===== config.mk =====
export PLATFORM = sky130hd
export DESIGN_NAME = r2fft_ctrl
export DESIGN_NICKNAME = d
export VERILOG_FILES = /design/src/hw/rtl/r2fft_pkg.sv /design/src/hw/rtl/r2fft_ctrl.sv
export SDC_FILE = /design/constraint.sdc
export NUM_CORES = 1
export LEC_CHECK = 0
export BUFFER_PORTS_ARGS = -buffer_cell sky130_fd_sc_hd__buf_4
export CAP_MARGIN = 15
export CORE_MARGIN = 5
export CORE_UTILIZATION = 55
export CTS_CLUSTER_DIAMETER = 100
export DETAILED_ROUTE_END_ITERATION = 8
export MAX_ROUTING_LAYER = met4
export PLACE_DENSITY = 0.76
export SYNTH_ARGS = -nofsm -noshare
export SYNTH_HDL_FRONTEND = slang
export SYNTH_SLANG_ARGS = --single-unit

===== constraint.sdc =====
create_clock -name clk -period 13.1 [get_ports clk]
set_input_delay 1.965 -clock clk [delete_from_list [all_inputs] [get_ports clk]]
set_output_delay 1.965 -clock clk [all_outputs]
set_load 0.005 [all_outputs]

===== src/hw/rtl/r2fft_pkg.sv =====
// ----------------------------------------------------------------------------
// r2fft_pkg
// Shared types and constants of the radix-2 DIF FFT engine.
// ----------------------------------------------------------------------------
package r2fft_pkg;

    localparam int DATA_W    = 24;
    localparam int SAMPLE_W  = 16;
    localparam int ROM_LOG2  = 6;
    localparam int CFG_W     = 3;
    localparam int CFG_IDX_W = 1;

    localparam logic [CFG_IDX_W-1:0] REG_SIZE_LOG2    = 1'b0;
    localparam logic [CFG_IDX_W-1:0] REG_INVERSE_MODE = 1'b1;

    // Commands from the controller to the datapath.
    typedef struct packed {
        logic       load_wr;    // write the input word into store A
        logic       bf_rd;      // read the butterfly operand pair
        logic       bf_wr;      // write the butterfly results
        logic       out_rd;     // read one bin from the final store
        logic       src_b;      // current source store is B
        logic [5:0] addr_a;     // upper operand index / load index / bin index
        logic [5:0] addr_b;     // lower operand index
        logic [4:0] tw_idx;     // twiddle index into the 64-point table
        logic [2:0] shift;      // transform length log2
        logic       inv;        // inverse mode
    } r2fft_cmd_t;

    // Q1.23 cosine quarter-wave, k = 0..16.
    function automatic logic [23:0] cos_q23(input logic [4:0] k);
        logic [23:0] v;
        case (k)
            5'd0:  v = 24'd8388608;
            5'd1:  v = 24'd8348215;
            5'd2:  v = 24'd8227423;
            5'd3:  v = 24'd8027397;
            5'd4:  v = 24'd7750063;
            5'd5:  v = 24'd7398092;
            5'd6:  v = 24'd6974873;
            5'd7:  v = 24'd6484482;
            5'd8:  v = 24'd5931642;
            5'd9:  v = 24'd5321677;
            5'd10: v = 24'd4660461;
            5'd11: v = 24'd3954362;
            5'd12: v = 24'd3210181;
            5'd13: v = 24'd2435084;
            5'd14: v = 24'd1636536;
            5'd15: v = 24'd822227;
            default: v = 24'd0;
        endcase
        return v;
    endfunction

    function automatic logic signed [DATA_W-1:0] sat24(input logic signed [DATA_W+1:0] v);
        logic signed [DATA_W-1:0] r;
        if (v > 26'sd8388607)
            r = 24'sd8388607;
        else if (v < -26'sd8388608)
            r = -24'sd8388608;
        else
            r = v[DATA_W-1:0];
        return r;
    endfunction

endpackage


===== src/hw/rtl/r2fft_ctrl.sv =====
// ----------------------------------------------------------------------------
// r2fft_ctrl
// Sequencer: load, butterfly stages, bit-reversed unload with output register.
// ----------------------------------------------------------------------------
module r2fft_ctrl #(
    parameter int MAX_POINTS = 64
) (
    input  logic                                 clk,
    input  logic                                 rst_n,
    input  logic                                 cfg_wr_en,
    input  logic [r2fft_pkg::CFG_IDX_W-1:0]      cfg_index,
    input  logic [r2fft_pkg::CFG_W-1:0]          cfg_data,
    input  logic                                 in_valid,
    output logic                                 in_ready,
    output logic                                 out_valid,
    input  logic                                 out_ready,
    output logic                                 last_bin,
    output logic                                 out_load,
    output r2fft_pkg::r2fft_cmd_t                cmd
);

    localparam int MAXL = (MAX_POINTS >= 64) ? 6 : $clog2(MAX_POINTS + 1) - 1;

    typedef enum logic [2:0] {ST_LOAD, ST_BFLY, ST_DRAIN, ST_READ, ST_WAIT, ST_OUT} state_t;

    state_t     state_reg;
    logic [2:0] size_reg;
    logic       inv_reg;
    logic [6:0] cnt_reg;
    logic [2:0] stage_reg;
    logic [5:0] bf_reg;
    logic       src_b_reg;
    logic [1:0] drain_reg;
    logic       out_v_reg, last_reg;

    logic [2:0] lval;
    logic [6:0] npts;
    logic [5:0] half, jbase, ipos, rev;
    logic [2:0] hl;
    always_comb
    begin
        lval = size_reg;
        if (lval > 3'(MAXL))
            lval = 3'(MAXL);
        if (lval == 3'd0)
            lval = 3'd1;
        npts = 7'd1 << lval;
        hl   = lval - 3'd1 - stage_reg;
        half = 6'd1 << hl;
        ipos = bf_reg & (half - 6'd1);
        jbase = (bf_reg & ~(half - 6'd1)) << 1;
        rev = 6'd0;
        for (int i = 0; i < 6; i++)
            if (3'(i) < lval)
                rev[lval - 3'd1 - 3'(i)] = cnt_reg[i];
    end

    assign in_ready  = (state_reg == ST_LOAD);
    assign out_valid = out_v_reg;
    assign last_bin  = last_reg;

    always_comb
    begin
        cmd         = '0;
        cmd.shift   = lval;
        cmd.inv     = inv_reg;
        cmd.src_b   = src_b_reg;
        cmd.load_wr = in_valid && in_ready;
        case (state_reg)
            ST_LOAD:
            begin
                cmd.addr_a = cnt_reg[5:0];
            end
            ST_BFLY:
            begin
                cmd.bf_rd  = 1'b1;
                cmd.bf_wr  = 1'b1;
                cmd.addr_a = jbase + ipos;
                cmd.addr_b = jbase + ipos + half;
                cmd.tw_idx = 5'((ipos << stage_reg) << (3'd6 - lval));
            end
            ST_READ:
            begin
                cmd.out_rd = 1'b1;
                cmd.addr_a = rev;
            end
            default:
            begin
                cmd.addr_a = '0;
            end
        endcase
    end

    assign out_load = (state_reg == ST_WAIT);

    // State machine and registered outputs.
    always_ff @(posedge clk or negedge rst_n)
    begin
        if (!rst_n)
        begin
            state_reg <= ST_LOAD;
            size_reg  <= 3'd6;
            inv_reg   <= 1'b0;
            cnt_reg   <= '0;
            stage_reg <= '0;
            bf_reg    <= '0;
            src_b_reg <= 1'b0;
            drain_reg <= '0;
            out_v_reg <= 1'b0;
            last_reg  <= 1'b0;
        end
        else
        begin
            if (cfg_wr_en)
            begin
                cnt_reg <= '0;
                if (cfg_index == r2fft_pkg::REG_SIZE_LOG2)
                    size_reg <= cfg_data;
                else
                    inv_reg <= cfg_data[0];
            end
            if (out_v_reg && out_ready)
                out_v_reg <= 1'b0;
            unique case (state_reg)
                ST_LOAD:
                begin
                    if (in_valid && !cfg_wr_en)
                    begin
                        if (cnt_reg + 7'd1 == npts)
                        begin
                            cnt_reg   <= '0;
                            stage_reg <= '0;
                            bf_reg    <= '0;
                            src_b_reg <= 1'b0;
                            state_reg <= ST_BFLY;
                        end
                        else
                            cnt_reg <= cnt_reg + 7'd1;
                    end
                end
                ST_BFLY:
                begin
                    if (bf_reg == 6'((npts >> 1) - 7'd1))
                    begin
                        bf_reg    <= '0;
                        drain_reg <= '0;
                        state_reg <= ST_DRAIN;
                    end
                    else
                        bf_reg <= bf_reg + 6'd1;
                end
                ST_DRAIN:
                begin
                    // Let the last butterfly write back before the next stage or the unload.
                    drain_reg <= drain_reg + 2'd1;
                    if (drain_reg == 2'd3)
                    begin
                        src_b_reg <= ~src_b_reg;
                        if (stage_reg == lval - 3'd1)
                        begin
                            cnt_reg   <= '0;
                            state_reg <= ST_READ;
                        end
                        else
                        begin
                            stage_reg <= stage_reg + 3'd1;
                            state_reg <= ST_BFLY;
                        end
                    end
                end
                ST_READ:
                begin
                    state_reg <= ST_WAIT;
                end
                ST_WAIT:
                begin
                    state_reg <= ST_OUT;
                    out_v_reg <= 1'b1;
                    last_reg  <= (cnt_reg + 7'd1 == npts);
                end
                ST_OUT:
                begin
                    if (out_ready)
                    begin
                        if (cnt_reg + 7'd1 == npts)
                        begin
                            cnt_reg   <= '0;
                            state_reg <= ST_LOAD;
                        end
                        else
                        begin
                            cnt_reg   <= cnt_reg + 7'd1;
                            state_reg <= ST_READ;
                        end
                    end
                end
                default:
                begin
                    state_reg <= ST_LOAD;
                end
            endcase
        end
    end

endmodule


# After elaboration in Yosys (flattened, before gate mapping)
# Index checks and enable logic that the tools add are counted.
[word_totals] output_inout_bits=30 inputBits=9 word_cells=154 ff_bits=28
[op_classes] add_sub_neg=16 n_shift=4 eq_ne=15 magnitude_cmp=19 bitwise_logic=6 mux=61 n_reduce_logical=23
[op_table] cell="$mux 6" count=9
[op_table] cell="$mux 7" count=6
[op_table] cell="$mux 3" count=11
[op_table] cell="$bwmux 6" count=5
[op_table] cell="$lt 3x4->1 const B" count=6
[op_table] cell="$pmux 7 s3" count=1
[op_table] cell="$demux 1 s3" count=6
[op_table] cell="$ge 3x1->1 const B" count=6
[op_table] cell="$pmux 3 s6" count=1
[op_table] cell="$pmux 6 s3" count=1
[op_table] cell="$add 6x6->6" count=2
[op_table] cell="$and 6x6->6" count=2
[op_table] cell="$mux 1" count=12
[op_table] cell="$pmux 6 s2" count=1
[op_table] cell="$sub 6x1->6 const B" count=2
[op_table] cell="$mux 11" count=1
[op_table] cell="$reduce_and 5->1" count=2
[op_table] cell="$logic_and 1x1->1" count=9
[op_table] cell="$mux 2" count=4
[op_table] cell="$ne 2x2->1 const B" count=4
[op_table] cell="$reduce_bool 2->1" count=4
[op_table] cell="$add 7x1->7 const B" count=1
[op_table] cell="$eq 7x7->1" count=1
[op_table] cell="$shl 1x3->7 const A" count=1
[op_table] cell="33 further kinds" count=46

# Depth between registers and ports, before layout
# Gate-level depths: netlist of run 1.
[logic_depth] word_depth=22 mapped_depth=27 mapped_depth_nobuf=21

# Worst setup path after synthesis of run 1
# No wires, ideal clock.
[synth_path] kind="register to output" start="reg size_reg[2]" end="out cmd[14] (netlist bit)" arrival_time_ns=6.001 path_buffers=6 slack_ns=5.134 stages_incl_launch_ff=27 required_ns=11.135 cell_sequence="dfstp_2 > buf_2 > clkbuf_1 > nand2_1 > o21a_1 > clkbuf_1 > ha_1 > clkbuf_1 > clkbuf_1 > inv_1 > fa_1 > xnor3_1 > buf_2 > nor2_1 > nand2_1 > ha_1 > nor3_1 > nor2_1 > nor2_1 > fa_1 > ha_1 > a21oi_1 > o21bai_1 > a21oi_1 > xor2_1 > xnor3_1 > nor2_1"
[synth_rtl] element="start: declaration" line_no="r2fft_ctrl.sv:27" source="logic [2:0] size_reg;"
[synth_rtl] element="start signal: assignment" line_no="r2fft_ctrl.sv:118" source="size_reg <= cfg_data;"
[synth_rtl] element="end: declaration" line_no="r2fft_ctrl.sv:19" source="output r2fft_pkg::r2fft_cmd_t cmd"

==> results of run 1 <==
-- placed cells by master, fill, tap and decap left out, drive strengths merged, types with 8 or more instances in the layout --
cell,netlist,routed
o211ai,8,8
nand2b,12,12
nand3,14,14
nor3,14,14
a21oi,21,21
xor2,10,10
nand2,45,45
dfrtp,26,26
ha,19,19
nor2b,9,9
o21ai,13,13
inv,22,22
buf,10,38
nor2,36,36
xnor2,8,8
-- per-stage QoR --
step	cell area, sq um	hold WS [ns]
after floorplan	3210	0.481
after global placement	3450	0.489
after detailed placement	3450	0.501
after CTS	3490	0.526
after global routing	3490	0.552
final	3490	0.528
-- worst min-delay path by stage --
stage,startpoint,end,depth (start not counted)
floorplan,inv_reg$_DFFE_PN0P_,inv_reg$_DFFE_PN0P_,1
global placement,inv_reg$_DFFE_PN0P_,inv_reg$_DFFE_PN0P_,1
detailed placement,inv_reg$_DFFE_PN0P_,inv_reg$_DFFE_PN0P_,1
CTS,inv_reg$_DFFE_PN0P_,inv_reg$_DFFE_PN0P_,1
global route,inv_reg$_DFFE_PN0P_,inv_reg$_DFFE_PN0P_,1
finish,inv_reg$_DFFE_PN0P_,inv_reg$_DFFE_PN0P_,1
-- critical path, delay by kind of cell (launching register included) --
family	cells	cell delay (ns)
simple gates	6	1.09
buf+inv	3	0.43
xor+xnor	3	0.78
fa+ha+maj	5	2.32
compound gates	4	0.89
flops	1	0.79
-- cells by family (layout without fill, tap and decap cells) --
kind of cell             Yosys count  in the layout  share of synthesized area (%)
adder cells (fa/ha/maj)           22             22                           9.26
AND/OR/NAND/NOR                  165            165                           25.6
multiplexers                       8              8                           2.72
AO/OA/AOI/OAI                    112            112                           25.7
other                              1              1                          0.117
flip-flops                        28             28                           21.9
buffers and inverters             53             64                           7.01
XOR/XNOR                          22             22                           7.71
-- power by group through the flow --
stage	Combinational (mW)	Clock [mW]	Sequential, mW
global placement	0.584	0	0.170
CTS	0.601	0.0498	0.168
detailed placement	0.599	0	0.170
global route	0.663	0.0542	0.178
finish	0.603	0.0498	0.170
floorplan	0.466	0	0.130
-- layout make-up --
class / instances / area [sq um]
clock buffer: 4 / 45.0
timing repair buffer: 38 / 285
tap: 72 / 90.1
inverter: 22 / 82.6
multi-input combinational: 330 / 2290
sequential: 28 / 703
fill: 513 / 2120
-- synth_stat cells (5+ instances only) --
library cell   n
a211o_1        6
a21oi_1       21
a221o_1        6
a22o_1         6
a31oi_1        6
and3_1         6
buf_2          6
clkbuf_1      21
dfrtp_1       26
ha_1          19
inv_1         20
mux2_2         6
nand2_1       45
nand2b_1      12
nand3_1       14
nand4_1        5
nor2_1        36
nor2b_1        9
nor3_1        14
nor4_1         5
o211ai_1       7
o21ai_0       11
xnor2_1        8
xor2_1        10
-- metal layers --
| layer | wire length (um) | part of all wire, % |
|---|---|---|
| met1 | 3880 | 45 |
| met2 | 3920 | 45 |
| met3 | 557 | 6.4 |
| met4 | 282 | 3.3 |
| met5 | 0 | 0 |
==> results by group, run 1 <==
Critical path
  – Slowest cell on crit path: dfstp_2
  – Critical Path Start: size_reg[2]$_DFFE_PN1P_
  – Crit path top cell by count: nor2_1
  – Capturing point of the worst reg2reg path: cnt_reg[0]$_DFF_PN0_
  – Reg2Reg Depth: 10
  – Reg2Reg Setup Slack: 9.38 ns
  – Worst-path maximum fanout: 24
  – CP startpoint kind: flip-flop
  – Reg-to-reg startpoint: size_reg[0]$_DFFE_PN0P_
  – CP endpoint kind: output pin
  – Critical path class: reg2out
  – CP Data Required Time: 11.14 ns
  – Max stage delay on crit path: 0.79 ns
  – WP data arrival: 6.58 ns
  – Crit path capture: cmd[14]
  – Crit-path cells: nor2_1 -> o21a_1 -> ha_1 -> inv_1 -> fa_1 -> xnor3_1 -> nor2_1 -> inv_1 -> ha_1 -> nor3_1 -> nor2_1 -> nor2_1 -> fa_1 -> ha_1 -> a21oi_1 -> o21bai_1 -> a21oi_1 -> xor2_1 -> xnor3_1 -> nor2_1 -> buf_4

Routing
  – Router iterations before antenna repair: 4
  – DR WL/cell: 17.5 um
  – Starting DRT DRC Count: 265
  – Vias per cell: 6.46
  – Vias: 3190
  – Routed Wire Length: 8640 um
  – Detail Route Antenna Nets: 0
  – DRC: 0

Layout
  – Area added between synthesis and finish: 8.64%
  – Post-Layout Cell Count: 494
  – Fin nets: 454
  – Final core occ: 62.3%
  – # diodes: 0
  – Share of cells above drive strength 1: 14.5%
  – Number of flip-flops in the largest register: 7

GRT
  – Met3 usage: 2.28%
  – Largest net degree at the start of global routing: 29
  – Via count of the first global-routing pass: 2841
  – GRT overflow: 0
  – Initial antenna violation count: 0
  – M1 GR Usage: 32.1%
  – Met2 Use GR: 34.8%
  – Layer with the highest usage: met2
  – Wire length of the first global-routing pass: 13900 um
  – Total GRT Usage: 23.4%

Die
  – Height of the die: 86.4 um
  – Core Region: 0.00561 sq mm
  – IO Pins: 39
  – Full die area: 0.00747 sq mm
  – Starting density of the core: 57.3%
  – Die width: 86.4 um
  – FP Rows: 27

Synthesis
  – Top cells by area, synth: dfrtp_1 20%, ha_1 7.4%, nand2_1 5.3%
  – Cells after Synth: 411
  – Register bit count reported by yosys: 28
  – Synth top area share: 20.2%
  – Synth warnings: 0
  – Async S/R FF share, synth: 100%
  – Synthesized Nets: 442
  – Sequential area share after synthesis: 21.9%
  – Yosys top cell by area: dfrtp_1
  – Most used DFF post-synth: dfrtp_1
  – Synth unique cells: 70
  – Mean Syn Cell Area: 7.82 sq um
  – Mapped cell area: 0.00321 sq mm
  – Post-synth EDFFs: 0

Timing
  – Slew headroom: 37.6%
  – FMAX: 117 MHz
  – Worst setup margin: 4.55 ns
  – Slew Viols, Final: 0
  – Setup TNS: 0 ns
  – RSZ-0062 raised after global routing: no
  – Final setup skew: 0.00329 ns
  – Final clock period utilization by the worst path: 65.3%
  – Min Tclk post-route: 8.55 ns
  – Final hold vios: 0
  – Final setup fails: 0
  – Least-Margin Pin Slew: 0.928 ns

Power
  – Internal: 0.397 mW
  – Sw frac: 51.7%
  – Flop pwr share: 20.7%
  – Lkg Pwr: 1.62 nW
  – Clock power frac: 6.1%
  – P per Cell Area: 236 mW/mm^2
  – Total power: 0.823 mW
  – Max IR drop VDD: 0.000171 V
  – Combinational power share: 73.3%
  – Switching power: 0.426 mW

Clock network
  – CTS buffer count: 3
  – CTS tree: built
  – CTS Root Cell: clkbuf_8
  – Post-CTS setup buffer count: 0
  – Clk_lat worst skew: 0.28 ns
  – Hold-fix buffers at CTS: 0
  – CTS clk-pin slew, worst paths: 0.10 ns
  – H-tree lvl count: 1
  – CTS Sinks: 28
  – Maximum buffer depth of the clock tree: 2
  – Resized Gates After CTS: 0

Status
  – Status: finished, final reports clean

Placement
  – I/O Buffers: 38
  – Placer Congestion: 0.940
  – Post-DP HPWL: 6500 um
  – Placed cells: 490
  – Dpl ws: 4.97 ns

Hold path
  – Type of the worst min-delay path: reg2reg

Flow run
  – Max-capacitance violation count: 0
Note: power is estimated with default switching activity, not from simulation.
==> inputs of run 2 (changes only) <==
--- a/config.mk
+++ b/config.mk
@@ -5,14 +5,15 @@
 export SDC_FILE = /design/constraint.sdc
 export NUM_CORES = 1
 export LEC_CHECK = 0
+export ABC_AREA = 1
 export BUFFER_PORTS_ARGS = -buffer_cell sky130_fd_sc_hd__buf_4
 export CAP_MARGIN = 15
 export CORE_MARGIN = 5
-export CORE_UTILIZATION = 55
+export CORE_UTILIZATION = 54
 export CTS_CLUSTER_DIAMETER = 100
 export DETAILED_ROUTE_END_ITERATION = 8
 export MAX_ROUTING_LAYER = met4
-export PLACE_DENSITY = 0.76
+export PLACE_DENSITY = 0.78
 export SYNTH_ARGS = -nofsm -noshare
 export SYNTH_HDL_FRONTEND = slang
 export SYNTH_SLANG_ARGS = --single-unit
==> constraint.sdc (replaced) <==
create_clock -name clk -period 7.54 [get_ports clk]
set_input_delay 1.131 -clock clk [delete_from_list [all_inputs] [get_ports clk]]
set_output_delay 1.131 -clock clk [all_outputs]
set_load 0.005 [all_outputs]
==> results by group, run 2 <==
Synthesis
  – Async S/R FF share, synth: 100% (unchanged)
  – Synth warnings: 0 (unchanged)
  – Yosys top cell by area: dfrtp_1
  – Synth top area share: 20.6% (+0.39 points)
  – Cells after Synth: 497 (+21%)
  – Synthesized Nets: 528 (+19%)
  – Register bit count reported by yosys: 28 (unchanged)
  – Sequential area share after synthesis: 22.3% (+0.42 points)
  – Top cells by area, synth: dfrtp_1 21%, nand2_1 16%, inv_1 8.1%
  – Compound-Gate Fraction of Synth Area: 11.5% (-14 points)
  – Largest family of logic cells by synthesized area: simple AND/OR/NAND/NOR gates
  – Post-synth EDFFs: 0 (unchanged)
  – Post-Synth XOR/XNOR Area: 6.11% (-1.6 points)
  – Synth unique cells: 38 (-46%)
  – Most used DFF post-synth: dfrtp_1
  – Post-synthesis simple-gate area fraction: 38.8% (+13 points)
  – Mapped cell area: 0.00315 sq mm (-1.9%)
  – Mean Syn Cell Area: 6.35 sq um (-19%)
  – Post-Synth Adder-Cell Area: 9.44% (+0.18 points)
  – Synth top cells by count: 131 x nand2_1, 68 x inv_1, 49 x nor2_1, 41 x nand3_1, 26 x dfrtp_1
  – Post-synthesis mux area share: 0.317% (-2.4 points)
  – Top-count cell post-synth: nand2_1

Routing
  – Router iterations before antenna repair: 5 (+1)
  – DRC: 0 (unchanged)
  – DR WL/cell: 15.1 um (-14%)
  – Detail Route Antenna Nets: 0 (unchanged)
  – Routed Wire Length: 9030 um (+4.5%)
  – Starting DRT DRC Count: 374 (+41%)
  – Vias per cell: 5.78 (-10%)
  – Vias: 3451 (+8.2%)

Die
  – IO Pins: 39 (unchanged)
  – Starting density of the core: 56.2% (-1.1 points)
  – Full die area: 0.00747 sq mm (about the same)
  – FP Rows: 27 (unchanged)
  – Height of the die: 86.4 um (about the same)
  – Die width: 86.4 um (about the same)
  – Core Region: 0.00561 sq mm (unchanged)

GRT
  – Wire length of the first global-routing pass: 14700 um (+5.5%)
  – Via count of the first global-routing pass: 3046 (+7.2%)
  – Initial antenna violation count: 0 (unchanged)
  – GRT overflow: 0 (unchanged)
  – Total GRT Usage: 24.9% (+1.4 points)
  – Largest net degree at the start of global routing: 29 (unchanged)

Clock network
  – Post-CTS setup buffer count: 0 (unchanged)
  – CTS Root Cell: clkbuf_8
  – Resized Gates After CTS: 0 (unchanged)
  – Clk_lat worst skew: 0.28 ns (about the same)
  – CTS tree: built
  – Hold-fix buffers at CTS: 0 (unchanged)
  – CTS clk-pin slew, worst paths: 0.10 ns (about the same)
  – CTS Sinks: 28 (unchanged)
  – Maximum buffer depth of the clock tree: 2 (unchanged)
  – CTS buffer count: 3 (unchanged)
  – H-tree lvl count: 1 (unchanged)

Critical path
  – WP data arrival: 5.84 ns (-0.74 ns)
  – Reg2Reg Setup Slack: 4.47 ns (-4.91 ns)
  – Buf/Inv on CP: 6 (+3)
  – CP delay by family, top: adder cells
  – Slowest cell on crit path: dfstp_2
  – CP startpoint kind: flip-flop
  – Reg2Reg Depth: 14 (+4)
  – Critical path class: reg2out
  – CP endpoint kind: output pin
  – Max stage delay on crit path: 0.64 ns (-0.15 ns)
  – Worst-path maximum fanout: 14 (-42%)
  – CP Data Required Time: 6.41 ns (-4.73 ns)
  – Crit path top cell by count: inv_1
  – Crit-path cells: nand2_4 -> nand2_2 -> nand2_1 -> ha_1 -> inv_1 -> fa_1 -> inv_1 -> nor3_1 -> inv_1 -> ha_1 -> inv_1 -> nand4_1 -> a21oi_1 -> fa_1 -> ha_1 -> a21oi_1 -> inv_1 -> nand2_1 -> nand2_1 -> a21oi_1 -> xnor2_1 -> o21ai_0 -> a21oi_1 -> buf_4
  – Capturing point of the worst reg2reg path: state_reg[1]$_DFFE_PN0P_
  – Reg-to-reg startpoint: size_reg[2]$_DFFE_PN1P_

Timing
  – Final hold vios: 0 (unchanged)
  – Final setup fails: 0 (unchanged)
  – Slew headroom: 38.6% (+1.0 points)
  – Slew Viols, Final: 0 (unchanged)
  – FMAX: 144 MHz
  – Hold WS: 0.485 ns (-0.0429 ns)
  – Final clock period utilization by the worst path: 92.4%
  – Least-Margin Pin Slew: 0.913 ns (-0.0142 ns)
  – Min Tclk post-route: 6.97 ns
  – RSZ-0062 raised after global routing: no
  – Final setup skew: 0.00931 ns (+0.00602 ns)
  – Setup TNS: 0 ns (unchanged)

Layout
  – Fin nets: 557 (+23%)
  – Reg area: 703 sq um (unchanged)
  – Number of flip-flops in the largest register: 7 (unchanged)
  – # diodes: 0 (unchanged)
  – Layout filler cell count: 557 (+8.6%)
  – Area added between synthesis and finish: 11.1%
  – Multi-input gate area: 0.00209 sq mm (-8.6%)
  – Commonest cells after routing, fill and taps aside: 131 x nand2_1, 68 x inv_1, 49 x nor2_1
  – Commonest non-fill, non-tap cell in the layout: nand2_1
  – Share of cells above drive strength 1: 13.9% (-0.55 points)

Hold path
  – Beginning of the worst hold path: drain_reg[0]$_DFFE_PN0P_
  – Type of the worst min-delay path: reg2reg
  – Worst Hold End: drain_reg[0]$_DFFE_PN0P_
  – Worst Hold Depth: 1 (unchanged)

Placement
  – Post-DP HPWL: 7230 um (+11%)
  – Placer Congestion: 0.976 (+3.8%)
  – I/O Buffers: 38 (unchanged)

Status
  – Status: finished, final reports clean

Power
  – Max IR drop VDD: 0.000267 V (+57%)
  – Total power: 1.38 mW (+67%)
  – Lkg Pwr: 1.90 nW (+17%)
  – P per Cell Area: 392 mW/mm^2 (+67%)

Flow run
  – Max-capacitance violation count: 0 (unchanged)
==> run 2: stage by stage <==
stage / std cells / util [%] / setup WS (ns) / cell area, sq um
2_1_floorplan: 497 / - / 1.71 / 3150
3_3_place_gp: 593 / 61.7 / 1.13 / 3460
3_5_place_dp: 593 / 61.7 / 0.971 / 3460
4_1_cts: 597 / 62.5 / 0.650 / 3500
5_1_grt: 597 / 62.5 / 0.185 / 3500
6_report: 597 / 62.5 / 0.574 / 3500
==> run 2: kinds of logic after synthesis <==
group,Yosys count
xor+xnor,22
flops,28
mux,1
buf+inv,91
other cells,1
fa+ha+maj,22
simple gates,269
compound gates,63
==> run 2: cell type report <==
class	count	share of cell area, %
multi-input cells	378	59.6
flip-flops and latches	28	20.1
repair buffers	39	8.35
inverters	76	8.14
well taps	72	2.57
clock buffers	4	1.29
==> run 2: worst max path at each step <==
stage / startpoint / end / slack (ns) / cells past startpoint
after floorplan: size_reg[1]$_DFFE_PN1P_ / cmd[14] / 1.71 / 25
after global placement: size_reg[2]$_DFFE_PN1P_ / cmd[14] / 1.13 / 24
after detailed placement: size_reg[1]$_DFFE_PN1P_ / cmd[14] / 0.97 / 23
after CTS: size_reg[2]$_DFFE_PN1P_ / cmd[14] / 0.65 / 23
after global routing: size_reg[1]$_DFFE_PN1P_ / cmd[14] / 0.18 / 24
final: size_reg[2]$_DFFE_PN1P_ / cmd[14] / 0.57 / 24
==> run 2: layer usage <==
metal  GRT usage [%]  vias to the layer above  part of all wire [%]  wire (um)
li1                -                     1668                     -          -
met1            35.7                     1578                    46       4180
met2            37.8                      177                    44       3930
met3            2.09                       28                   8.0        723
met4            6.23                        0                   2.1        194
met5               -                        -                     0          0
==> run 2: where the power goes <==
group | switching (mW) | total [mW] | leakage (nW) | internal (mW)
registers | 0.0657 | 0.262 | 0.359 | 0.197
logic | 0.630 | 1.03 | 1.51 | 0.396
clock network | 0.0490 | 0.0870 | 0.0228 | 0.0380
total | 0.745 | 1.38 | 1.90 | 0.631
==> run 2: worst register-to-register path: stages (launching register included) <==
cell and delay, ns:
dfstp_2 0.64, nand2_4 0.12, nand2_2 0.10, nand2_1 0.27
inv_2 0.24, ha_1 0.20, ha_1 0.28, xor2_1 0.20
o21ai_0 0.09, nand3b_2 0.30, nand2_1 0.17, nand2_1 0.07
nor2_1 0.16, o21ai_1 0.10, nand2_1 0.07
==> inputs of run 3 (changes only) <==
--- a/config.mk
+++ b/config.mk
@@ -5,7 +5,6 @@
 export SDC_FILE = /design/constraint.sdc
 export NUM_CORES = 1
 export LEC_CHECK = 0
-export ABC_AREA = 1
 export BUFFER_PORTS_ARGS = -buffer_cell sky130_fd_sc_hd__buf_4
 export CAP_MARGIN = 15
 export CORE_MARGIN = 5
==> results by group, run 3 (synthesized netlist as in run 1, its figures left out) <==
Routing
  – Detail Route Antenna Nets: 0 (unchanged)
  – Starting DRT DRC Count: 256 (-32%)
  – DR WL/cell: 17.8 um (+17%)
  – Routed Wire Length: 8860 um (-1.9%)
  – Vias per cell: 6.50 (+12%)
  – Vias: 3244 (-6.0%)
  – Router iterations before antenna repair: 5 (unchanged)
  – DRC: 0 (unchanged)

Critical path
  – Crit path top cell by count: nor2_1
  – Capturing point of the worst reg2reg path: cnt_reg[0]$_DFF_PN0_
  – Max stage delay on crit path: 0.76 ns (+0.12 ns)
  – WP data arrival: 5.97 ns (+0.13 ns)
  – Critical path class: reg2out
  – Crit path capture: cmd[14]
  – Reg2Reg Setup Slack: 4.11 ns (-0.36 ns)
  – Reg2Reg Depth: 11 (-3)
  – WP depth: 21 (-13%)
  – CP startpoint kind: flip-flop
  – CP endpoint kind: output pin
  – CP delay by family, top: adder cells
  – Worst-path maximum fanout: 24 (+10)
  – Reg-to-reg startpoint: size_reg[2]$_DFFE_PN1P_
  – Critical Path Start: size_reg[2]$_DFFE_PN1P_
  – Slowest cell on crit path: dfstp_4
  – Buf/Inv on CP: 3 (-3)
  – CP Data Required Time: 6.41 ns (about the same)
  – Crit-path cells: nor2_1 -> o21a_4 -> inv_1 -> ha_1 -> ha_2 -> xnor3_2 -> nor2_1 -> inv_1 -> ha_1 -> nor3_1 -> nor2_1 -> nor2_1 -> fa_1 -> ha_1 -> a21oi_1 -> o21bai_1 -> a21oi_1 -> xor2_1 -> xnor3_1 -> nor2_1 -> buf_4

Clock network
  – Clk_lat worst skew: 0.28 ns (about the same)
  – H-tree lvl count: 1 (unchanged)
  – CTS Sinks: 28 (unchanged)
  – Maximum buffer depth of the clock tree: 2 (unchanged)
  – CTS buffer count: 3 (unchanged)
  – CTS clk-pin slew, worst paths: 0.09 ns (about the same)
  – CTS tree: built
  – CTS Root Cell: clkbuf_8

GRT
  – Total GRT Usage: 24.8% (-0.050 points)
  – Via count of the first global-routing pass: 3019 (-0.89%)
  – GRT overflow: 0 (unchanged)
  – Wire length of the first global-routing pass: 14800 um (+0.99%)
  – Initial antenna violation count: 0 (unchanged)
  – Largest net degree at the start of global routing: 29 (unchanged)

Timing
  – Setup TNS: 0 ns (unchanged)
  – FMAX: 141 MHz (-1.9%)
  – Final setup fails: 0 (unchanged)
  – Final hold vios: 0 (unchanged)
  – Slew headroom: 39.4% (+0.80 points)
  – Final clock period utilization by the worst path: 94.1% (+1.7 points)
  – RSZ-0062 raised after global routing: no
  – Slew Viols, Final: 0 (unchanged)
  – Min Tclk post-route: 7.10 ns (+0.132 ns)
  – Final setup skew: 0.00342 ns (-0.00589 ns)
  – Least-Margin Pin Slew: 0.900 ns (-0.0133 ns)
  – Worst setup margin: 0.442 ns (-0.132 ns)

Layout
  – # diodes: 0 (unchanged)
  – Area added between synthesis and finish: 10.6%
  – Commonest non-fill, non-tap cell in the layout: nand2_1
  – Fin nets: 456 (-18%)
  – Share of cells above drive strength 1: 15.8% (+1.9 points)
  – Commonest cells after routing, fill and taps aside: 45 x nand2_1, 40 x buf_4, 36 x nor2_1
  – Number of flip-flops in the largest register: 7 (unchanged)

Power
  – P per Cell Area: 416 mW/mm^2 (+5.9%)
  – Lkg Pwr: 1.64 nW (-13%)
  – Max IR drop VDD: 0.000281 V (+5.3%)

Hold path
  – Type of the worst min-delay path: reg2reg
  – Worst Hold Depth: 1 (unchanged)

Die
  – FP Rows: 28 (+3.7%)
  – Die width: 87.2 um (+0.83%)
  – Height of the die: 87.2 um (+0.83%)
  – Starting density of the core: 54.9% (-1.3 points)
  – Core Region: 0.00585 sq mm (+4.3%)
  – IO Pins: 39 (unchanged)
  – Full die area: 0.00760 sq mm (+1.7%)

Status
  – Status: finished, final reports clean

Placement
  – Placer Congestion: 0.942 (-3.4%)
  – I/O Buffers: 38 (unchanged)
  – Dpl ws: 0.434 ns (-0.537 ns)
  – Post-DP HPWL: 6670 um (-7.8%)

Flow run
  – Max-capacitance violation count: 0 (unchanged)
run 3: cell types whose count changed in the layout (fill, tap and decap cells not counted), sizes merged, moves of 6 or more:
cell    before  now
mux2         0    6
nor2        53   36
a22o         0    6
and3         0    6
o21ai       26   13
nand2      135   45
inv         76   22
a211o        0    6
nand4       14    5
nor2b        0    9
a221o        0    6
nand2b       0   12
nand3       45   14
run 3: stage by stage:
| stage | hold slack, ns | cells | area (sq um) | power (mW) | util, % |
|---|---|---|---|---|---|
| 3_3_place_gp | 0.490 | 495 | 3470 | 1.32 | 59.2 |
| 5_1_grt | 0.547 | 499 | 3560 | 1.61 | 60.8 |
| 4_1_cts | 0.533 | 499 | 3540 | 1.46 | 60.5 |
| 6_report | 0.525 | 499 | 3560 | 1.48 | 60.8 |
| 3_5_place_dp | 0.510 | 495 | 3470 | 1.34 | 59.2 |
| 2_1_floorplan | 0.481 | 411 | 3210 | 1.04 | - |
run 3: cell type report:
cell class / instances / area [sq um]
Multi-Input combinational cell: 330 / 2300
Fill cell: 525 / 2290
Sequential cell: 28 / 711
Timing Repair Buffer: 40 / 300
Tap cell: 75 / 93.8
Inverter: 22 / 82.6
Clock buffer: 3 / 41.3
Clock inverter: 1 / 30.0
run 3: power breakdown:
group	switching [mW]	internal (mW)	leakage [nW]
registers	0.102	0.194	0.357
clock network	0.0479	0.0712	0.0357
logic	0.596	0.467	1.25
total	0.746	0.732	1.64
run 3: repair_timing:
item                                    CTS  global route
resized for setup                         0             6
hold buffers                              0             0
buffers inserted                          0             0
endpoints found under the setup margin    0             2
run 3: how the worst min path moves through the flow:
stage,end,start,slack (ns)
floorplan,inv_reg$_DFFE_PN0P_,inv_reg$_DFFE_PN0P_,0.48
global placement,inv_reg$_DFFE_PN0P_,inv_reg$_DFFE_PN0P_,0.49
detailed placement,drain_reg[0]$_DFFE_PN0P_,drain_reg[0]$_DFFE_PN0P_,0.51
CTS,inv_reg$_DFFE_PN0P_,inv_reg$_DFFE_PN0P_,0.53
global route,drain_reg[0]$_DFFE_PN0P_,drain_reg[0]$_DFFE_PN0P_,0.55
finish,drain_reg[0]$_DFFE_PN0P_,drain_reg[0]$_DFFE_PN0P_,0.52
run 3: metal layers:
| layer | wire length (um) | track usage, % |
|---|---|---|
| met1 | 4010 | 34.0 |
| met3 | 525 | 1.32 |
| met5 | 0 | - |
| met2 | 4130 | 40.0 |
| met4 | 190 | 7.11 |
